File: src/rtl/radial_explosion_force_core_macros.svh
// Assertion macros shared by the radial explosion force RTL.
`ifndef RADIAL_EXPLOSION_FORCE_CORE_MACROS_SVH
`define RADIAL_EXPLOSION_FORCE_CORE_MACROS_SVH

// Same-cycle implication check.
`define REXF_ASSERT_IMP(label, clk, rst, ante, cons, msg) \
   label: assert property (@(posedge clk) disable iff (rst) (ante) |-> (cons)) \
      else $error(msg);

// Next-cycle implication check.
`define REXF_ASSERT_NXT(label, clk, rst, ante, cons, msg) \
   label: assert property (@(posedge clk) disable iff (rst) (ante) |=> (cons)) \
      else $error(msg);

`endif

File: src/rtl/rexf_pkg.sv
// ----------------------------------------------------------------------------
// rexf_pkg
// Shared constants and types of the radial explosion force core.
// ----------------------------------------------------------------------------
package rexf_pkg;

   localparam int COORD_W    = 16;
   localparam int VEC_W      = 3 * COORD_W;
   localparam int COEF_BITS  = 16;
   localparam int COEF_W     = COEF_BITS + 1;
   localparam logic [COEF_W-1:0] COEF_ONE = COEF_W'(1) << COEF_BITS;
   localparam int CSR_ADDR_W = 3;
   localparam int CSR_DATA_W = VEC_W;
   localparam int MODE_W     = 2;

   // Iterations of a shared step folded into one pipeline stage.
   localparam int SQRT_STEPS_PER_STAGE = 2;
   localparam int DIV_STEPS_PER_STAGE  = 2;

   typedef enum logic [CSR_ADDR_W-1:0] {
      CSR_BLAST_CENTER   = 3'd0,
      CSR_FALLOFF_RADIUS = 3'd1,
      CSR_FORCE_OUTER    = 3'd2,
      CSR_FORCE_INNER    = 3'd3,
      CSR_FALLOFF_MODE   = 3'd4
   } csr_index_type;

   typedef enum logic [MODE_W-1:0] {
      MODE_LINEAR = 2'd0,
      MODE_SQUARE = 2'd1,
      MODE_CUBIC  = 2'd2,
      MODE_SQRT   = 2'd3
   } falloff_mode_type;

endpackage

File: src/rtl/rexf_div_pipe.sv
// ----------------------------------------------------------------------------
// rexf_div_pipe
// Pipelined restoring divider for (num << (Q_W-1)) / den with num <= den.
// ----------------------------------------------------------------------------
module rexf_div_pipe import rexf_pkg::*; #(
   parameter int DEN_W  = 16,
   parameter int Q_W    = 17,
   parameter int SIDE_W = 1
) (
   input  logic              clock,
   input  logic              reset,
   input  logic              ce,
   input  logic              in_vld,
   input  logic [DEN_W-1:0]  in_num,
   input  logic [DEN_W-1:0]  den,
   input  logic [SIDE_W-1:0] in_side,
   output logic              out_vld,
   output logic [Q_W-1:0]    out_quo,
   output logic [SIDE_W-1:0] out_side
);

   localparam int REM_W = DEN_W + 1;
   localparam int SPS   = DIV_STEPS_PER_STAGE;
   localparam int STG   = (Q_W + SPS - 1) / SPS;

   logic [REM_W-1:0]  rem_ff  [STG];
   logic [Q_W-1:0]    quo_ff  [STG];
   logic [SIDE_W-1:0] side_ff [STG];
   logic              vld_ff  [STG];

   for (genvar s = 0; s < STG; s++) begin : g_stage
      logic [REM_W-1:0]  rem_src;
      logic [Q_W-1:0]    quo_src;
      logic [SIDE_W-1:0] side_src;
      logic              vld_src;
      logic [REM_W-1:0]  rem_in;
      logic [Q_W-1:0]    quo_in;

      if (s == 0) begin : g_first
         assign rem_src  = {1'b0, in_num};
         assign quo_src  = '0;
         assign side_src = in_side;
         assign vld_src  = in_vld;
      end else begin : g_next
         assign rem_src  = rem_ff[s-1];
         assign quo_src  = quo_ff[s-1];
         assign side_src = side_ff[s-1];
         assign vld_src  = vld_ff[s-1];
      end

      // The first step compares the numerator as is; later steps shift in a zero.
      always_comb begin
         rem_in = rem_src;
         quo_in = quo_src;
         for (int j = 0; j < SPS; j++) begin
            if (s * SPS + j < Q_W) begin
               if (s * SPS + j > 0) begin
                  rem_in = rem_in << 1;
               end
               if (rem_in >= {1'b0, den}) begin
                  rem_in = rem_in - {1'b0, den};
                  quo_in = {quo_in[Q_W-2:0], 1'b1};
               end else begin
                  quo_in = {quo_in[Q_W-2:0], 1'b0};
               end
            end
         end
      end

      always_ff @(posedge clock) begin
         if (reset) begin
            vld_ff[s] <= 1'b0;
         end else if (ce) begin
            vld_ff[s] <= vld_src;
         end
      end

      always_ff @(posedge clock) begin
         if (ce) begin
            rem_ff[s]  <= rem_in;
            quo_ff[s]  <= quo_in;
            side_ff[s] <= side_src;
         end
      end
   end

   assign out_vld  = vld_ff[STG-1];
   assign out_quo  = quo_ff[STG-1];
   assign out_side = side_ff[STG-1];

endmodule

File: config.mk
export PLATFORM = sky130hd
export DESIGN_NAME = rexf_div_pipe
export DESIGN_NICKNAME = d
export VERILOG_FILES = /design/src/rtl/radial_explosion_force_core_macros.svh /design/src/rtl/rexf_pkg.sv /design/src/rtl/rexf_div_pipe.sv
export SDC_FILE = /design/constraint.sdc
export NUM_CORES = 1
export LEC_CHECK = 0
export ABC_CLOCK_PERIOD_IN_PS = 14800
export BUFFER_PORTS_ARGS = -buffer_cell sky130_fd_sc_hd__buf_2
export CAP_MARGIN = 10
export CORE_MARGIN = 2
export CORE_UTILIZATION = 40
export CTS_CLUSTER_DIAMETER = 30
export DETAILED_ROUTE_END_ITERATION = 8
export MAX_ROUTING_LAYER = met4
export PLACE_DENSITY_LB_ADDON = 0.2
export SLEW_MARGIN = 15
export SYNTH_ARGS = -nofsm -noshare
export SYNTH_HDL_FRONTEND = slang
export SYNTH_SLANG_ARGS = --single-unit
File: constraint.sdc
create_clock -name clock -period 14.8 [get_ports clock]
set_clock_uncertainty 0.2 [all_clocks]
set_input_delay 0 -clock clock [delete_from_list [all_inputs] [get_ports clock]]
set_output_delay 0 -clock clock [all_outputs]
set_load 0.02 [all_outputs]
==> out/results.ini <==
[floorplanning]
initial_utilization_pct = 40.4
core_area_mm2 = 0.0524
floorplan.die.height_um = 234
die_w_um = 234
num_io_pins = 56
num_rows = 84
floorplan.die_area_mm2 = 0.0548

[logic_synthesis]
ys_ff_latch = 235
number_of_flops_mapped_to_enable_cells_by_yosys = 235
synth.avg_cell_area_um2 = 9.76
netlist-cell-type-count = 81
synthesis.nets = 2479
synth.largest_area_cell = sky130_fd_sc_hd__edfxtp_1
post-synth-top-area-fraction_pct = 33.3
mappedNetlistArea_mm2 = 0.0212
predominant_post_synthesis_flop_cell = sky130_fd_sc_hd__edfxtp_1
synth-warning-count = 0
ys_seq_area_share_pct = 33.3
leading_cell_types_by_total_area_after_synthesis = sky130_fd_sc_hd__edfxtp_1 (33%), sky130_fd_sc_hd__ha_1 (16%), sky130_fd_sc_hd__mux2_2 (7.0%), sky130_fd_sc_hd__xnor2_1 (5.7%), sky130_fd_sc_hd__a21oi_1 (4.2%)
postSynthCellCount = 2169
synth-async-reset-ratio_pct = 0

[clock_network]
worst_skew_pair.late_latency_ns = 0.59
worst_setup_hold_path_clk_slew_ns = 0.04
clk_path_buf_depth = 3
tritoncts_num_sinks = 235
cts_tree = built
count_of_h_tree_levels_built_during_cts = 3
cts_post_setup_buffers_inserted = 0
tritoncts.num_buffers = 66
cts_root_buf = sky130_fd_sc_hd__clkbuf_16

[cells_and_area]
nNetsFinal = 2611
antenna-diode-count = 0
commonest_non_fill_non_tap_cell_in_the_layout = sky130_fd_sc_hd__ha_1
layout-drive-gt1-share_pct = 14.8
top_library_cells_by_usage_in_the_layout_fill_and_taps_aside = sky130_fd_sc_hd__ha_1 (264), sky130_fd_sc_hd__edfxtp_1 (235), sky130_fd_sc_hd__nor2_1 (178)
areaGrowthSynthToFinish_pct = 16.5

[drt]
drc_errors = 0
routed-via-count = 17100
detail_route.wirelength_um = 56100
route.antenna.remaining_nets = 0
dr.pass1.iters = 5
initialDrtViolationCount = 1095
wire_per_inst_um = 18.5
drt-vias-per-instance = 5.63

[timing]
worstMarginPinSlew_ns = 0.966
final_hold_viol_count = 0
final-max-slew-violation-count = 0
rsz0062_at_grt = no
final_period_util_pct = 46.5
fmax_mhz = 145
final.min_clock_period_ns = 6.88
setup_violators_final = 0
fin_tns_setup_ns = 0
max_slew_margin_pct = 35.6

[worst_setup_path]
cp_max_fanout = 27
worstPathRequired_ns = 14.91
crit_chain = dlygate4sd3_1 > buf_2 > inv_1 > buf_4 > fa_1 > a21oi_1 > nor2b_1 > o31ai_1 > a21oi_1 > o21ai_0 > a21o_1 > o21ai_0 > ha_1 > nor2b_1 > o21ai_0 > a21boi_1 > o311a_1 > a21oi_1 > o21ai_1 > a221o_1 > a21o_1 > a2111oi_0 > a211oi_1 > dlygate4sd3_1
path_buf_inv = 5
critical-path-max-stage-delay_ns = 0.66
critical_path_class = input port to register
timing.critical_path.from_type = input port
cp_top_family = compound AO/OA/AOI/OAI gates
critical_path_arrival_ns = 6.99
crit_path_end_kind = register
cp_slowest_cell = sky130_fd_sc_hd__a21o_1

[run_status]
run_status = completed

[global_routing]
global_route.usage.met3_pct = 2.78
grt_pass1_vias = 16600
grt_max_degree = 125
grt-ovfl-total = 0
grt_use_met2_pct = 33.1
met1_usage_pct = 28.3
grt_first_pass_wirelength_um = 88600
grtUsageTotal_pct = 21.2
number_of_antenna_violations_at_the_first_check_in_global_routing = 0
global_route.peak_usage_layer = met2

[flow_run]
cap_viol_max_count = 0

[min_path]
worstHoldPathType = register to register

[placed_design]
gp_congestion = 0.890
dp_hpwl_um = 38600
number_of_buffers_added_on_ports = 55

## cells by family (layout without fill, tap and decap cells)
family                     after synthesis  count (layout)  share of synthesized area (%)
buffers and inverters                  117             298                           2.15
adders and majority gates              273             273                           16.4
and+or+nand+nor                        595             595                           13.5
DFF                                    235             235                           33.3
muxes                                  152             152                           8.13
AOI/OAI and AO/OA                      617             617                           19.0
xor gates and xnor gates               180             180                           7.44
## sequential cells by signal, indices dropped and copies added (netlist names)
register  flops
side_ff       9
quo_ff       89
rem_ff      128
vld_ff        9
## cell usage after synthesis (all sizes together) (28+ instances only)
cell type / n
a21o: 66
a21oi: 177
clkbuf: 28
edfxtp: 235
ha: 264
inv: 80
mux2: 141
nand2: 134
nand2b: 35
nand3: 51
nand4: 32
nor2: 179
nor3: 50
o21a: 57
o21ai: 133
o21bai: 29
xnor2: 137
xor2: 43
## metal layers
| layer | share of wire, % | vias up |
|---|---|---|
| met5 | 0 | - |
| met4 | 2.5 | 0 |
| met3 | 4.6 | 79 |
| met2 | 45 | 371 |
| met1 | 48 | 8146 |
| li1 | - | 8513 |
## cell type report
class                      count  area (um^2)
timing repair buffer         101          703
sequential                   235         7060
inverter                      80          300
multi-input combinational   1817        13700
fill                        4814        27800
tap                          688          861
clock inverter                43          357
clock buffer                  74         1720
## final timing paths
check | startpoint | to | slack [ns] | cells past startpoint
worst max-delay path | den[1] | rem_ff[0][15] | 7.92 | 24
worst min-delay path | quo_ff[0][1] | quo_ff[0][20] | 0.21 | 0
worst max register to register | rem_ff[0][85] | rem_ff[0][111] | 8.35 | 18
worst min register to register | quo_ff[0][1] | quo_ff[0][20] | 0.21 | 0
## timing repair
| action | CTS | global route |
|---|---|---|
| hold buffers | 24 | 0 |
| resized for setup | 0 | 0 |
| hold endpoints to repair | 147 | 0 |
| endpoints found under the setup margin | 0 | 0 |
## through the flow
| stage | utilization, % | area [um^2] | hold WS (ns) | std cells | setup slack (ns) |
|---|---|---|---|---|---|
| floorplan | - | 21200 | -0.101 | 2169 | 8.74 |
| global route | 47.1 | 24700 | 0.212 | 3038 | 7.44 |
| global placement | 42.6 | 22400 | -0.00220 | 2897 | 8.10 |
| detailed placement | 42.6 | 22400 | -0.0131 | 2897 | 8.01 |
| finish | 47.1 | 24700 | 0.209 | 3038 | 7.92 |
| CTS | 47.1 | 24700 | 0.204 | 3038 | 8.02 |
Power is left out: the tool's default activity adds up to more than one toggle a clock period on the data nets, which glitch-free logic cannot reach.
