--- src/rtl/radial_explosion_force_core_macros.svh ---
// Assertion macros shared by the radial explosion force RTL.
`ifndef RADIAL_EXPLOSION_FORCE_CORE_MACROS_SVH
`define RADIAL_EXPLOSION_FORCE_CORE_MACROS_SVH

// Same-cycle implication check.
`define REXF_ASSERT_IMP(label, clk, rst, ante, cons, msg) \
   label: assert property (@(posedge clk) disable iff (rst) (ante) |-> (cons)) \
      else $error(msg);

// Next-cycle implication check.
`define REXF_ASSERT_NXT(label, clk, rst, ante, cons, msg) \
   label: assert property (@(posedge clk) disable iff (rst) (ante) |=> (cons)) \
      else $error(msg);

`endif

--- src/rtl/rexf_pkg.sv ---
// ----------------------------------------------------------------------------
// rexf_pkg
// Shared constants and types of the radial explosion force core.
// ----------------------------------------------------------------------------
package rexf_pkg;

   localparam int COORD_W    = 16;
   localparam int VEC_W      = 3 * COORD_W;
   localparam int COEF_BITS  = 16;
   localparam int COEF_W     = COEF_BITS + 1;
   localparam logic [COEF_W-1:0] COEF_ONE = COEF_W'(1) << COEF_BITS;
   localparam int CSR_ADDR_W = 3;
   localparam int CSR_DATA_W = VEC_W;
   localparam int MODE_W     = 2;

   // Iterations of a shared step folded into one pipeline stage.
   localparam int SQRT_STEPS_PER_STAGE = 2;
   localparam int DIV_STEPS_PER_STAGE  = 2;

   typedef enum logic [CSR_ADDR_W-1:0] {
      CSR_BLAST_CENTER   = 3'd0,
      CSR_FALLOFF_RADIUS = 3'd1,
      CSR_FORCE_OUTER    = 3'd2,
      CSR_FORCE_INNER    = 3'd3,
      CSR_FALLOFF_MODE   = 3'd4
   } csr_index_type;

   typedef enum logic [MODE_W-1:0] {
      MODE_LINEAR = 2'd0,
      MODE_SQUARE = 2'd1,
      MODE_CUBIC  = 2'd2,
      MODE_SQRT   = 2'd3
   } falloff_mode_type;

endpackage

--- src/rtl/rexf_isqrt_pipe.sv ---
// ----------------------------------------------------------------------------
// rexf_isqrt_pipe
// Pipelined integer square root, digit by digit, with a sideband field.
// ----------------------------------------------------------------------------
module rexf_isqrt_pipe import rexf_pkg::*; #(
   parameter int RAD_W  = 34,
   parameter int SIDE_W = 1
) (
   input  logic                     clock,
   input  logic                     reset,
   input  logic                     ce,
   input  logic                     in_vld,
   input  logic [RAD_W-1:0]         in_rad,
   input  logic [SIDE_W-1:0]        in_side,
   output logic                     out_vld,
   output logic [(RAD_W+1)/2-1:0]   out_root,
   output logic [SIDE_W-1:0]        out_side
);

   localparam int PAD_W  = RAD_W + (RAD_W % 2);
   localparam int ROOT_W = PAD_W / 2;
   localparam int REM_W  = ROOT_W + 3;
   localparam int SPS    = SQRT_STEPS_PER_STAGE;
   localparam int STG    = (ROOT_W + SPS - 1) / SPS;

   logic [PAD_W-1:0]  rad_ff  [STG];
   logic [REM_W-1:0]  rem_ff  [STG];
   logic [ROOT_W-1:0] root_ff [STG];
   logic [SIDE_W-1:0] side_ff [STG];
   logic              vld_ff  [STG];

   for (genvar s = 0; s < STG; s++) begin : g_stage
      logic [PAD_W-1:0]  rad_src;
      logic [REM_W-1:0]  rem_src;
      logic [ROOT_W-1:0] root_src;
      logic [SIDE_W-1:0] side_src;
      logic              vld_src;
      logic [PAD_W-1:0]  rad_in;
      logic [REM_W-1:0]  rem_in;
      logic [ROOT_W-1:0] root_in;
      logic [REM_W-1:0]  trial;

      // Stage input comes from the ports or from the previous stage.
      if (s == 0) begin : g_first
         assign rad_src  = PAD_W'(in_rad);
         assign rem_src  = '0;
         assign root_src = '0;
         assign side_src = in_side;
         assign vld_src  = in_vld;
      end else begin : g_next
         assign rad_src  = rad_ff[s-1];
         assign rem_src  = rem_ff[s-1];
         assign root_src = root_ff[s-1];
         assign side_src = side_ff[s-1];
         assign vld_src  = vld_ff[s-1];
      end

      // Each step brings down two radicand bits and decides one root bit.
      always_comb begin
         rad_in  = rad_src;
         rem_in  = rem_src;
         root_in = root_src;
         trial   = '0;
         for (int j = 0; j < SPS; j++) begin
            if (s * SPS + j < ROOT_W) begin
               rem_in = {rem_in[REM_W-3:0], rad_in[PAD_W-1 -: 2]};
               rad_in = rad_in << 2;
               trial  = {1'b0, root_in, 2'b01};
               if (rem_in >= trial) begin
                  rem_in  = rem_in - trial;
                  root_in = {root_in[ROOT_W-2:0], 1'b1};
               end else begin
                  root_in = {root_in[ROOT_W-2:0], 1'b0};
               end
            end
         end
      end

      always_ff @(posedge clock) begin
         if (reset) begin
            vld_ff[s] <= 1'b0;
         end else if (ce) begin
            vld_ff[s] <= vld_src;
         end
      end

      always_ff @(posedge clock) begin
         if (ce) begin
            rad_ff[s]  <= rad_in;
            rem_ff[s]  <= rem_in;
            root_ff[s] <= root_in;
            side_ff[s] <= side_src;
         end
      end
   end

   assign out_vld  = vld_ff[STG-1];
   assign out_root = root_ff[STG-1];
   assign out_side = side_ff[STG-1];

endmodule

--- config.mk ---
export PLATFORM = sky130hd
export DESIGN_NAME = rexf_isqrt_pipe
export DESIGN_NICKNAME = d
export VERILOG_FILES = /design/src/rtl/radial_explosion_force_core_macros.svh /design/src/rtl/rexf_pkg.sv /design/src/rtl/rexf_isqrt_pipe.sv
export SDC_FILE = /design/constraint.sdc
export NUM_CORES = 1
export LEC_CHECK = 0
export BUFFER_PORTS_ARGS = -buffer_cell sky130_fd_sc_hd__clkbuf_2
export CAP_MARGIN = 0
export CORE_ASPECT_RATIO = 0.9
export CORE_MARGIN = 3
export CORE_UTILIZATION = 30
export CTS_BUF_LIST = sky130_fd_sc_hd__clkbuf_4 sky130_fd_sc_hd__clkbuf_8
export CTS_CLUSTER_SIZE = 20
export DETAILED_ROUTE_END_ITERATION = 7
export PLACE_DENSITY = 0.53
export SLEW_MARGIN = 20
export SYNTH_ARGS = -nofsm -noshare
export SYNTH_HDL_FRONTEND = slang
export SYNTH_SLANG_ARGS = --single-unit
--- constraint.sdc ---
create_clock -name clock -period 4.9 [get_ports clock]
set_input_delay 0.49 -clock clock [delete_from_list [all_inputs] [get_ports clock]]
set_output_delay 0.49 -clock clock [all_outputs]
set_load 0.05 [all_outputs]
==> metrics.csv, run 1 <==
stage;metric;value;unit
outcome;status;finished clean;
routing;DR WL met3;2550;um
timing;part of the cycle the worst path needs;95.6;%
critical_path;Worst Path Required;5.28;ns
timing;Max-slew headroom;41.2;%
timing;Layout Skew;0.0315;ns
min_path;hold crit path type;input pin to flip-flop;
routing;Max Used Layer;met4;
grt;number of global-route vias before repair;16167;
synth;Yosys warning count;0;
clock_network;worst skew pair latency;0.64;ns
floorplan;die outline area;78500;um2
critical_path;slowest CP cell;edfxtp_1;
synth;cells after synthesis;2112;
synth;Main synth FF type;edfxtp_1;
grt;gr usage total;13.9;%
routing;DRC;0;
floorplan;Top Ports;58;
clock_network;Root Driver;clkbuf_8;
synth;Async S/R FF share, synth;0;%
routing;Starting DRT DRC Count;1013;
power;P per Cell Area;462;nW/um2
routing;antenna viol nets, final;0;
placement;hpwl dp;42100;um
critical_path;CP Cell Sequence;inv_1 -> ha_1 -> nand4_1 -> buf_4 -> a211oi_2 -> o41ai_2 -> nand2_1 -> clkinvlp_4 -> buf_4 -> o31ai_1 -> buf_4 -> ha_1 -> a21o_1 -> a21o_1 -> a21oi_1 -> nand2b_1 -> o311a_1 -> and4b_1 -> buf_4 -> nor2_1 -> xnor2_1;
routing;length of routed met2 wiring;24200;um
critical_path;worst setup path class;flip-flop to flip-flop;
timing;hold_ws;0.0567;ns
flow_run;maxcap violations;0;
cells_and_area;Area growth syn-to-layout;19.6;%
clock_network;CTS H-tree depth;3;
timing;Slew Viols, Final;0;
clock_network;CTS tree;done;
synth;synth unique cells;93;
power;Clk network pwr share;22.7;%
cells_and_area;Final Instance Count excl. Fillers;3362;
critical_path;Crit path buffers/inverters;6;
clock_network;TritonCTS Sinks;371;
clock_network;total CTS buffers;69;
timing;Final Critical Period;4.69;ns
grt;first-pass GRT wire length;87700;um
clock_network;Bufs on Longest Clock Path;3;
power;internal power;7990;uW
critical_path;reg2reg setup slack;0.21;ns
floorplan;Initial Util;30.6;%
routing;Detailed Route WL;56400;um
critical_path;max incr delay on CP;0.39;ns
placement;dpl cells;3189;
synth;Synth Register Bits;371;
routing;routed via count;16797;
synth;Synth Cell Area;22500;um2
floorplan;core footprint;73700;um2
critical_path;critical path peak fanout;15;
routing;wire length on met1;28600;um
floorplan;die span in y;266;um
floorplan;num rows;94;
cells_and_area;nets@finish;2565;
timing;final hold violations;0;
power;Leak;0.0107;uW
placement;port bufs;57;
grt;gr ovfl total;0;
critical_path;Top Family by Delay on Critical Path;compound AO/OA/AOI/OAI gates;
timing;Max Freq;213;MHz
synth;post-synthesis sequential area ratio;49.4;%
grt;initial antenna violation count;1;
synth;Post-synth EDFFs;371;
timing;worst slew pin tran;0.874;ns
routing;drt pass-1 iters;7;
critical_path;CP dominant cell by count;buf_4;
grt;pin count of the biggest net entering global routing;103;
routing;Via density;5.00;
power;VDD IR-drop max;227;uV
cells_and_area;most frequent cells in the layout;371 x edfxtp_1, 152 x nand2_1, 151 x nor2_1;
clock_network;clk slew on worst S/H paths;0.05;ns
routing;routed len/inst;16.8;um
cells_and_area;most common cell after layout, fill and taps aside;edfxtp_1;
cells_and_area;fraction of layout cells with a size suffix above 1;17.9;%
critical_path;WP data arrival;5.06;ns
timing;RSZ-0062 raised after global routing;yes;
placement;gpl congestion;0.910;
timing;Final Setup Violations;0;
power;Sw Ratio;35.8;%
power;switching pwr;4450;uW
critical_path;CP startpoint kind;flip-flop;
power;sequential group share of total power;36.7;%
synth;Avg Inst Size Synth;10.7;um2
power;Comb power frac;40.6;%
floorplan;chip width;295;um
critical_path;crit end category;flip-flop;
area by class of cell:
cell class | count | area, um2
fill | 7237 | 46800
multi-input combinational | 1536 | 11100
tap | 960 | 1200
antenna | 1 | 2.50
sequential | 371 | 11100
clock buffer | 83 | 1060
inverter | 165 | 626
clock inverter | 30 | 214
timing repair buffer | 216 | 1650
per-layer routing:
layer  up-vias  GRT usage (%)
li1       8357              -
met1      7996           20.6
met2       368           21.0
met3        76           2.37
met4         0           3.78
met5         -              0
worst paths after layout:
kind,from,to,cells past startpoint
setup / recovery,root_ff[0][104],rem_ff[0][142],21
hold / removal,in_rad[28],rad_ff[0][30],1
setup reg to reg,root_ff[0][104],rem_ff[0][142],21
hold reg to reg,rad_ff[0][15],rad_ff[0][51],0
cells in the mapped netlist, types with 11 or more instances:
library cell / count / area, um2
edfxtp_1: 371 / 11100
ha_1: 167 / 2090
inv_1: 158 / 593
a21oi_1: 157 / 786
nand2_1: 154 / 578
nor2_1: 154 / 578
xnor2_1: 104 / 911
o21ai_0: 99 / 495
xor2_1: 71 / 622
nand3_1: 54 / 270
a21o_1: 53 / 398
nor3_1: 53 / 265
nor4_1: 27 / 169
o21a_1: 27 / 203
clkbuf_1: 25 / 93.8
nor2b_1: 25 / 156
mux2_2: 24 / 270
and2_1: 23 / 144
nand2b_1: 22 / 138
nand4_1: 22 / 138
o31ai_1: 21 / 158
and3_1: 20 / 125
or3_1: 18 / 113
a31oi_1: 17 / 106
a211oi_1: 16 / 120
o21bai_1: 14 / 105
or4_1: 13 / 97.6
a21boi_0: 11 / 82.6
mux2i_1: 11 / 110
nor3b_1: 11 / 82.6
worst reg2reg max path: cells and delay by family (launching register included):
kind	cells	cell delay, ns
adders and majority gates	2	0.59
DFF	1	0.39
buffers and inverters	6	1.07
and+or+nand+nor	5	0.83
xor gates and xnor gates	1	0.14
AOI/OAI and AO/OA	7	1.42
sequential cells by signal, summed over array words and instances, names as in the netlist:
register	flops
root_ff	89
side_ff	9
rem_ff	136
vld_ff	9
rad_ff	128
kinds of logic (layout without fill, tap and decap cells):
| family | Yosys count | in the layout | share of synthesized area, % |
|---|---|---|---|
| other cells | 1 | 3 | 0.0166 |
| buf+inv | 207 | 494 | 3.51 |
| xor+xnor | 175 | 175 | 6.80 |
| fa+ha+maj | 167 | 167 | 9.27 |
| flops | 371 | 371 | 49.4 |
| mux | 35 | 35 | 1.69 |
| simple gates | 647 | 648 | 14.7 |
| compound gates | 509 | 509 | 14.6 |
metrics by stage:
| step | setup TNS [ns] | utilization, % | area [um2] | power [uW] | setup slack (ns) |
|---|---|---|---|---|---|
| 3_5_place_dp | -0.328 | 33.5 | 24700 | 9370 | -0.214 |
| 4_1_cts | 0 | 35.6 | 26300 | 12300 | 0.00949 |
| 6_report | 0 | 36.5 | 27000 | 12400 | 0.215 |
| 3_3_place_gp | -0.425 | 33.5 | 24700 | 9330 | -0.273 |
| 5_1_grt | -0.118 | 36.5 | 27000 | 13300 | -0.0359 |
| 2_1_floorplan | 0 | - | 22500 | 7910 | 0.0449 |
repair_timing:
action	CTS	global route
pin swaps	2	20
endpoints found under the setup margin	11	103
hold endpoints to repair	26	0
buffers inserted	0	31
hold buffers	26	0
gates resized for setup	7	100
gates cloned	0	2
power by group through the flow:
stage          Clock, uW  Combinational [uW]  Sequential [uW]
2_1_floorplan          0                3430             4480
3_3_place_gp           0                4720             4610
3_5_place_dp           0                4760             4610
4_1_cts             2960                4820             4560
5_1_grt             3100                5600             4610
6_report            2830                5050             4570
No activity file was read; power rests on OpenSTA's default activity.
==> inputs of run 2 (changes only) <==
- ABC_AREA: unset -> 1
- CORE_UTILIZATION: 30 -> 35
- CTS_CLUSTER_SIZE: 20 -> 25
- PLACE_DENSITY: 0.53 -> 0.58
==> metrics.csv, run 2 <==
stage;metric;value;unit;change
grt;number of global-route vias before repair;18870;;+17%
routing;Via density;4.85;;-2.8%
critical_path;WP data arrival;4.83;ns;-0.23 ns
synth;Yosys warning count;0;;unchanged
critical_path;Top Family by Delay on Critical Path;simple AND/OR/NAND/NOR gates;;
power;Clk network pwr share;23.6;%;+0.9 points
synth;Post-synth EDFFs;371;;unchanged
critical_path;worst setup path class;flip-flop to flip-flop;;
timing;Slew Viols, Final;0;;unchanged
synth;Async S/R FF share, synth;0;%;unchanged
floorplan;die outline area;75700;um2;-3.6%
grt;first-pass GRT wire length;102000;um;+16%
power;P per Cell Area;449;nW/um2;-2.7%
critical_path;critical path peak fanout;19;;+4
routing;Starting DRT DRC Count;1790;;+77%
cells_and_area;most frequent cells in the layout;888 x nand2_1, 417 x inv_1, 371 x edfxtp_1;;
placement;DP Worst Slack;0.420;ns;+0.634 ns
timing;Max-slew headroom;41.9;%;+0.76 points
clock_network;total CTS buffers;70;;+1.4%
cells_and_area;Final Util;40.1;%;+3.5 points
synth;cell taking the most area after synthesis;edfxtp_1;;
power;Comb power frac;41.3;%;+0.7 points
critical_path;CP startpoint kind;flip-flop;;
grt;initial antenna violation count;1;;unchanged
floorplan;Initial Util;35.7;%;+5.2 points
placement;hpwl dp;49400;um;+17%
floorplan;chip width;290;um;-1.8%
cells_and_area;Reg with most FFs;rem_ff;;
routing;antenna viol nets, final;0;;unchanged
floorplan;die span in y;261;um;-1.8%
synth;cells after synthesis;3088;;+46%
synth;Synth Cell Area;25300;um2;+12%
power;internal power;7600;uW;-4.9%
cells_and_area;Area growth syn-to-layout;12.1;%;
timing;part of the cycle the worst path needs;90.6;%;-5.1 points
outcome;status;finished clean;;
routing;routed len/inst;15.1;um;-9.8%
synth;post-synth top area share;44.0;%;-5.5 points
power;Sw Ratio;40.4;%;+4.7 points
clock_network;CTS H-tree depth;3;;unchanged
timing;final hold violations;0;;unchanged
critical_path;CP dominant cell by count;nand2_1;;
min_path;hold crit path type;input pin to flip-flop;;
clock_network;Bufs on Longest Clock Path;3;;unchanged
clock_network;TritonCTS Sinks;371;;unchanged
placement;gpl congestion;0.915;;+0.47%
power;VDD IR-drop max;242;uV;+6.6%
cells_and_area;max reg flops;136;;unchanged
synth;top cells by area, synth;edfxtp_1 44%, nand2_1 13%, ha_1 8.2%, inv_1 6.2%, nand3_1 4.0%;;
routing;DRC;0;;unchanged
clock_network;clk slew on worst S/H paths;0.05;ns;about the same
routing;routed via count;20470;;+22%
clock_network;CTS tree;done;;
timing;RSZ-0062 raised after global routing;no;;
synth;Synth top cells by count;888 x nand2_1, 418 x inv_1, 371 x edfxtp_1;;
timing;Final Setup Violations;0;;unchanged
grt;pin count of the biggest net entering global routing;106;;+2.9%
synth;top-count cell post-synth;nand2_1;;
flow_run;maxcap violations;0;;unchanged
clock_network;setup bufs post-CTS;0;;unchanged
grt;gr ovfl total;0;;unchanged
power;sequential group share of total power;35.2;%;-1.5 points
timing;Max Freq;225;MHz;+5.6%
synth;Synth Register Bits;371;;unchanged
cells_and_area;Final Instance Count excl. Fillers;4217;;+25%
grt;gr usage total;16.9;%;+2.9 points
timing;Final Critical Period;4.44;ns;-0.247 ns
critical_path;Worst Path Required;5.29;ns;about the same
floorplan;core footprint;70900;um2;-3.8%
cells_and_area;most common cell after layout, fill and taps aside;nand2_1;;
clock_network;Root Driver;clkbuf_8;;
critical_path;CP Cell Sequence;inv_1 -> ha_1 -> nand2_1 -> inv_1 -> nand2_1 -> nand2_1 -> a21oi_1 -> nand3_2 -> inv_4 -> o21ai_0 -> ha_1 -> nand2_1 -> nor2_1 -> nand3_1 -> nand3b_1 -> o21ai_0 -> nand2_1 -> nand2_1 -> inv_1 -> nand2_1 -> clkinvlp_4 -> nand2_1 -> nand2_1;;
timing;Final WS setup;0.462;ns;+0.247 ns
timing;Setup TNS;0;ns;unchanged
cells_and_area;fraction of layout cells with a size suffix above 1;11.0;%;-6.9 points
synth;Avg Inst Size Synth;8.20;um2;-23%
timing;Layout Skew;0.0412;ns;+0.00974 ns
critical_path;crit end category;flip-flop;;
synth;post-synthesis sequential area ratio;44.0;%;-5.5 points
synth;synth unique cells;55;;-41%
routing;Detailed Route WL;63800;um;+13%
power;Leak;0.0130;uW;+21%
clock_network;worst skew pair latency;0.65;ns;about the same
floorplan;Top Ports;58;;unchanged
critical_path;Crit path buffers/inverters;5;;-1
routing;drt pass-1 iters;6;;-1
synth;Main synth FF type;edfxtp_1;;
critical_path;max incr delay on CP;0.42;ns;+0.03 ns
placement;port bufs;57;;unchanged
critical_path;slowest CP cell;ha_1;;
power;switching pwr;5160;uW;+16%
placement;dpl cells;4071;;+28%
timing;worst slew pin tran;0.871;ns;-0.00333 ns
floorplan;num rows;92;;-2.1%
cells_and_area;nets@finish;3437;;+34%
cells_and_area;biggest regs;rem_ff: 136 flops, rad_ff: 128 flops, root_ff: 89 flops;;
## run 2: worst register-to-register path: stages, from the launching register on
cell and delay (ns):
edfxtp_1 0.40, inv_1 0.14, ha_1 0.30, nand2_1 0.14
inv_1 0.05, nand2_1 0.06, nand2_1 0.06, a21oi_1 0.30
nand3_2 0.37, inv_4 0.29, o21ai_0 0.22, ha_1 0.42
nand2_1 0.13, nor2_1 0.14, nand3_1 0.10, nand3b_1 0.16
o21ai_0 0.17, nand2_1 0.07, nand2_1 0.05, inv_1 0.03
nand2_1 0.11, clkinvlp_4 0.27, nand2_1 0.17, nand2_1 0.06
## run 2: power groups by stage
stage	logic [uW]	clock network [uW]	registers, uW
detailed placement	5180	0	4540
global placement	5200	0	4550
global route	6000	3280	4530
finish	5270	3010	4490
floorplan	3910	0	4440
CTS	5230	3150	4490
## run 2: final cells by class
type	instances	area (um2)
multi-input cells	2240	12300
repair buffers	102	753
diodes	1	2.50
well taps	940	1180
clock inverters	35	304
fillers	7283	42500
inverters	446	1690
flip-flops and latches	371	11100
clock buffers	82	1060
## run 2: cell families (layout without fill, tap and decap cells)
family | after synthesis | count (layout) | share of synthesized area (%)
xor gates and xnor gates | 115 | 115 | 3.98
adders and majority gates | 167 | 167 | 8.25
buffers and inverters | 478 | 665 | 7.57
other | 1 | 3 | 0.0148
and+or+nand+nor | 1605 | 1605 | 28.3
AOI/OAI and AO/OA | 351 | 351 | 7.89
DFF | 371 | 371 | 44.0
## run 2: final timing paths
check	slack [ns]	end	from	depth (start not counted)
max	0.46	rem_ff[0][145]	root_ff[0][110]	23
min	0.07	rad_ff[0][18]	in_rad[16]	1
max reg2reg	0.46	rem_ff[0][145]	root_ff[0][110]	23
min reg2reg	0.38	rad_ff[0][79]	rad_ff[0][43]	0
## run 2: stage by stage
stage                     total power [uW]  cell area, um2  hold slack [ns]
final                                12800           28400           0.0710
after global routing                 13800           28400           0.0200
after CTS                            12900           28400          0.00787
after detailed placement              9720           26700            0.405
after global placement                9750           26700            0.400
after floorplan                       8340           25300            0.400
## run 2: repair_timing
item | CTS | global route
setup endpoints to repair | 0 | 2
hold buffers | 28 | 0
resized for setup | 0 | 3
hold endpoints to repair | 28 | 0
## run 2: per-layer routing
layer | wire length, um | vias to the layer above | global-route usage, % | part of all wire [%]
li1 | - | 10558 | - | -
met1 | 32900 | 9279 | 25.6 | 52
met2 | 26200 | 530 | 24.6 | 41
met3 | 3220 | 103 | 2.52 | 5.0
met4 | 1490 | 0 | 5.10 | 2.3
met5 | 0 | - | 0 | 0
==> inputs of run 3 (changes only) <==
- CTS_CLUSTER_SIZE: 25 -> 12
- REMOVE_ABC_BUFFERS: unset -> 1
==> metrics.csv, run 3 (synthesis gave the netlist of run 2 again) <==
stage;metric;value;unit;change
timing;worst slew pin tran;0.841;ns;-0.0301 ns
timing;final hold violations;0;;unchanged
clock_network;CTS tree;done;;
routing;antenna viol nets, final;0;;unchanged
floorplan;core footprint;70900;um2;unchanged
power;Leak;0.0130;uW;+0.58%
power;Comb power frac;40.8;%;-0.5 points
clock_network;Bufs on Longest Clock Path;3;;unchanged
grt;pin count of the biggest net entering global routing;123;;+16%
flow_run;maxcap violations;0;;unchanged
cells_and_area;max reg flops;136;;unchanged
routing;Starting DRT DRC Count;1536;;-14%
timing;Final WS setup;0.350;ns;-0.112 ns
grt;number of global-route vias before repair;19383;;+2.7%
grt;gr ovfl total;0;;unchanged
timing;Layout Skew;0.0368;ns;-0.00439 ns
critical_path;WP data arrival;4.92;ns;+0.09 ns
min_path;hold crit path type;input pin to flip-flop;;
placement;gpl congestion;0.926;;+1.3%
power;P per Cell Area;454;nW/um2;+1.1%
timing;Max-slew headroom;43.9;%;+2.0 points
timing;Max Freq;220;MHz;-2.5%
routing;Detailed Route WL;63200;um;-1.0%
grt;initial antenna violation count;1;;unchanged
critical_path;Worst Path Required;5.27;ns;-0.02 ns
clock_network;TritonCTS Sinks;371;;unchanged
floorplan;die outline area;75700;um2;unchanged
clock_network;worst skew pair latency;0.64;ns;about the same
timing;Setup TNS;0;ns;unchanged
cells_and_area;Final Instance Count excl. Fillers;4224;;+0.17%
timing;Slew Viols, Final;0;;unchanged
routing;Via density;4.85;;-0.15%
critical_path;slowest CP cell;edfxtp_1;;
cells_and_area;Reg with most FFs;rem_ff;;
placement;DP Worst Slack;0.433;ns;+0.0126 ns
outcome;status;finished clean;;
clock_network;total CTS buffers;70;;unchanged
routing;routed via count;20474;;+0.020%
grt;first-pass GRT wire length;102000;um;+0.52%
power;sequential group share of total power;34.6;%;-0.6 points
critical_path;crit end category;flip-flop;;
placement;port bufs;57;;unchanged
placement;hpwl dp;49100;um;-0.73%
critical_path;CP startpoint kind;flip-flop;;
clock_network;setup bufs post-CTS;0;;unchanged
floorplan;die span in y;261;um;unchanged
timing;Final Setup Violations;0;;unchanged
critical_path;Top Family by Delay on Critical Path;simple AND/OR/NAND/NOR gates;;
floorplan;num rows;92;;unchanged
cells_and_area;nets@finish;3435;;-0.058%
timing;part of the cycle the worst path needs;92.9;%;+2.3 points
cells_and_area;fraction of layout cells with a size suffix above 1;11.1;%;+0.14 points
critical_path;worst setup path class;flip-flop to flip-flop;;
placement;dpl cells;4067;;-0.098%
clock_network;clk slew on worst S/H paths;0.06;ns;about the same
routing;routed len/inst;15.0;um;-1.2%
critical_path;CP Cell Sequence;inv_1 -> ha_1 -> a21oi_1 -> o21ai_0 -> nand2_1 -> nand2_1 -> a21oi_1 -> xor2_1 -> a21oi_1 -> ha_1 -> a21oi_1 -> nor2_1 -> nor2_1 -> nand3_1 -> nor2_1 -> nand4_2 -> nor2_4 -> nand3_4 -> nand2_2 -> nand2_1;;
floorplan;Top Ports;58;;unchanged
routing;drt pass-1 iters;8;;+2
critical_path;CP dominant cell by count;a21oi_1;;
grt;gr usage total;16.9;%;+0.023 points
critical_path;Crit path buffers/inverters;1;;-4
power;Sw Ratio;39.8;%;-0.66 points
power;Clk network pwr share;24.7;%;+1.1 points
cells_and_area;cell area after layout;28500;um2;+0.26%
cells_and_area;most common cell after layout, fill and taps aside;nand2_1;;
cells_and_area;Area growth syn-to-layout;12.4;%;
routing;DRC;0;;unchanged
cells_and_area;most frequent cells in the layout;888 x nand2_1, 418 x inv_1, 371 x edfxtp_1;;
floorplan;chip width;290;um;unchanged
power;switching pwr;5140;uW;-0.31%
cells_and_area;biggest regs;rem_ff: 136 flops, rad_ff: 128 flops, root_ff: 89 flops;;
power;internal power;7790;uW;+2.5%
power;total chip power;12900;uW;+1.3%
clock_network;Root Driver;clkbuf_8;;
power;VDD IR-drop max;194;uV;-20%
critical_path;critical path peak fanout;19;;unchanged
timing;RSZ-0062 raised after global routing;no;;
clock_network;CTS H-tree depth;3;;unchanged
critical_path;max incr delay on CP;0.46;ns;+0.04 ns
placement;Area after DPL;26700;um2;-0.16%
floorplan;Initial Util;35.7;%;unchanged
timing;Final Critical Period;4.55;ns;+0.112 ns
==> run 3: path summary, 6_finish.rpt <==
check	startpoint	end	slack [ns]	depth (start not counted)
max	root_ff[0][85]	rem_ff[0][131]	0.35	20
min	in_rad[15]	rad_ff[0][17]	0.09	1
max reg2reg	root_ff[0][85]	rem_ff[0][131]	0.35	20
min reg2reg	rad_ff[0][75]	rad_ff[0][111]	0.40	0
==> run 3: final cells by class <==
| class | instances | area, um2 |
|---|---|---|
| timing repair buffer | 100 | 731 |
| clock buffer | 93 | 1140 |
| tap | 940 | 1180 |
| antenna | 3 | 7.51 |
| multi-input combinational | 2240 | 12300 |
| fill | 7258 | 42400 |
| sequential | 371 | 11100 |
| inverter | 446 | 1680 |
| clock inverter | 31 | 317 |
==> run 3: what timing repair did <==
item,CTS,global route
endpoints found under the setup margin,0,17
hold buffers,30,0
resized for setup,0,3
endpoints found under the hold margin,30,0
==> run 3: stage by stage <==
stage               utilization (%)  hold slack, ns
floorplan                         -           0.400
global placement               37.7           0.400
detailed placement             37.7           0.405
CTS                            40.1         0.00582
global route                   40.2          0.0366
finish                         40.2          0.0866
==> run 3: per-layer routing <==
metal  wire length [um]  up-vias  global-route usage (%)
li1                   -    10563                       -
met1              32000     9350                    25.1
met2              26400      464                    25.3
met3               3290       97                    2.74
met4               1460        0                    4.60
met5                  0        -                       0
==> run 3: worst reg2reg max path, stage by stage, from the launching register on <==
cell and delay [ns]:
edfxtp_1 0.46, inv_1 0.12, ha_1 0.35, a21oi_1 0.24, o21ai_0 0.19, nand2_1 0.10
nand2_1 0.16, a21oi_1 0.37, xor2_1 0.12, a21oi_1 0.24, ha_1 0.34, a21oi_1 0.23
nor2_1 0.10, nor2_1 0.18, nand3_1 0.10, nor2_1 0.20, nand4_2 0.17, nor2_4 0.15
nand3_4 0.24, nand2_2 0.14, nand2_1 0.10
==> run 3: power groups by stage <==
stage	Combinational, uW	Sequential, uW	Clock [uW]
6_report	5270	4470	3190
5_1_grt	6030	4520	3470
4_1_cts	5230	4470	3340
3_5_place_dp	5190	4530	0
3_3_place_gp	5220	4530	0
2_1_floorplan	3880	4430	0
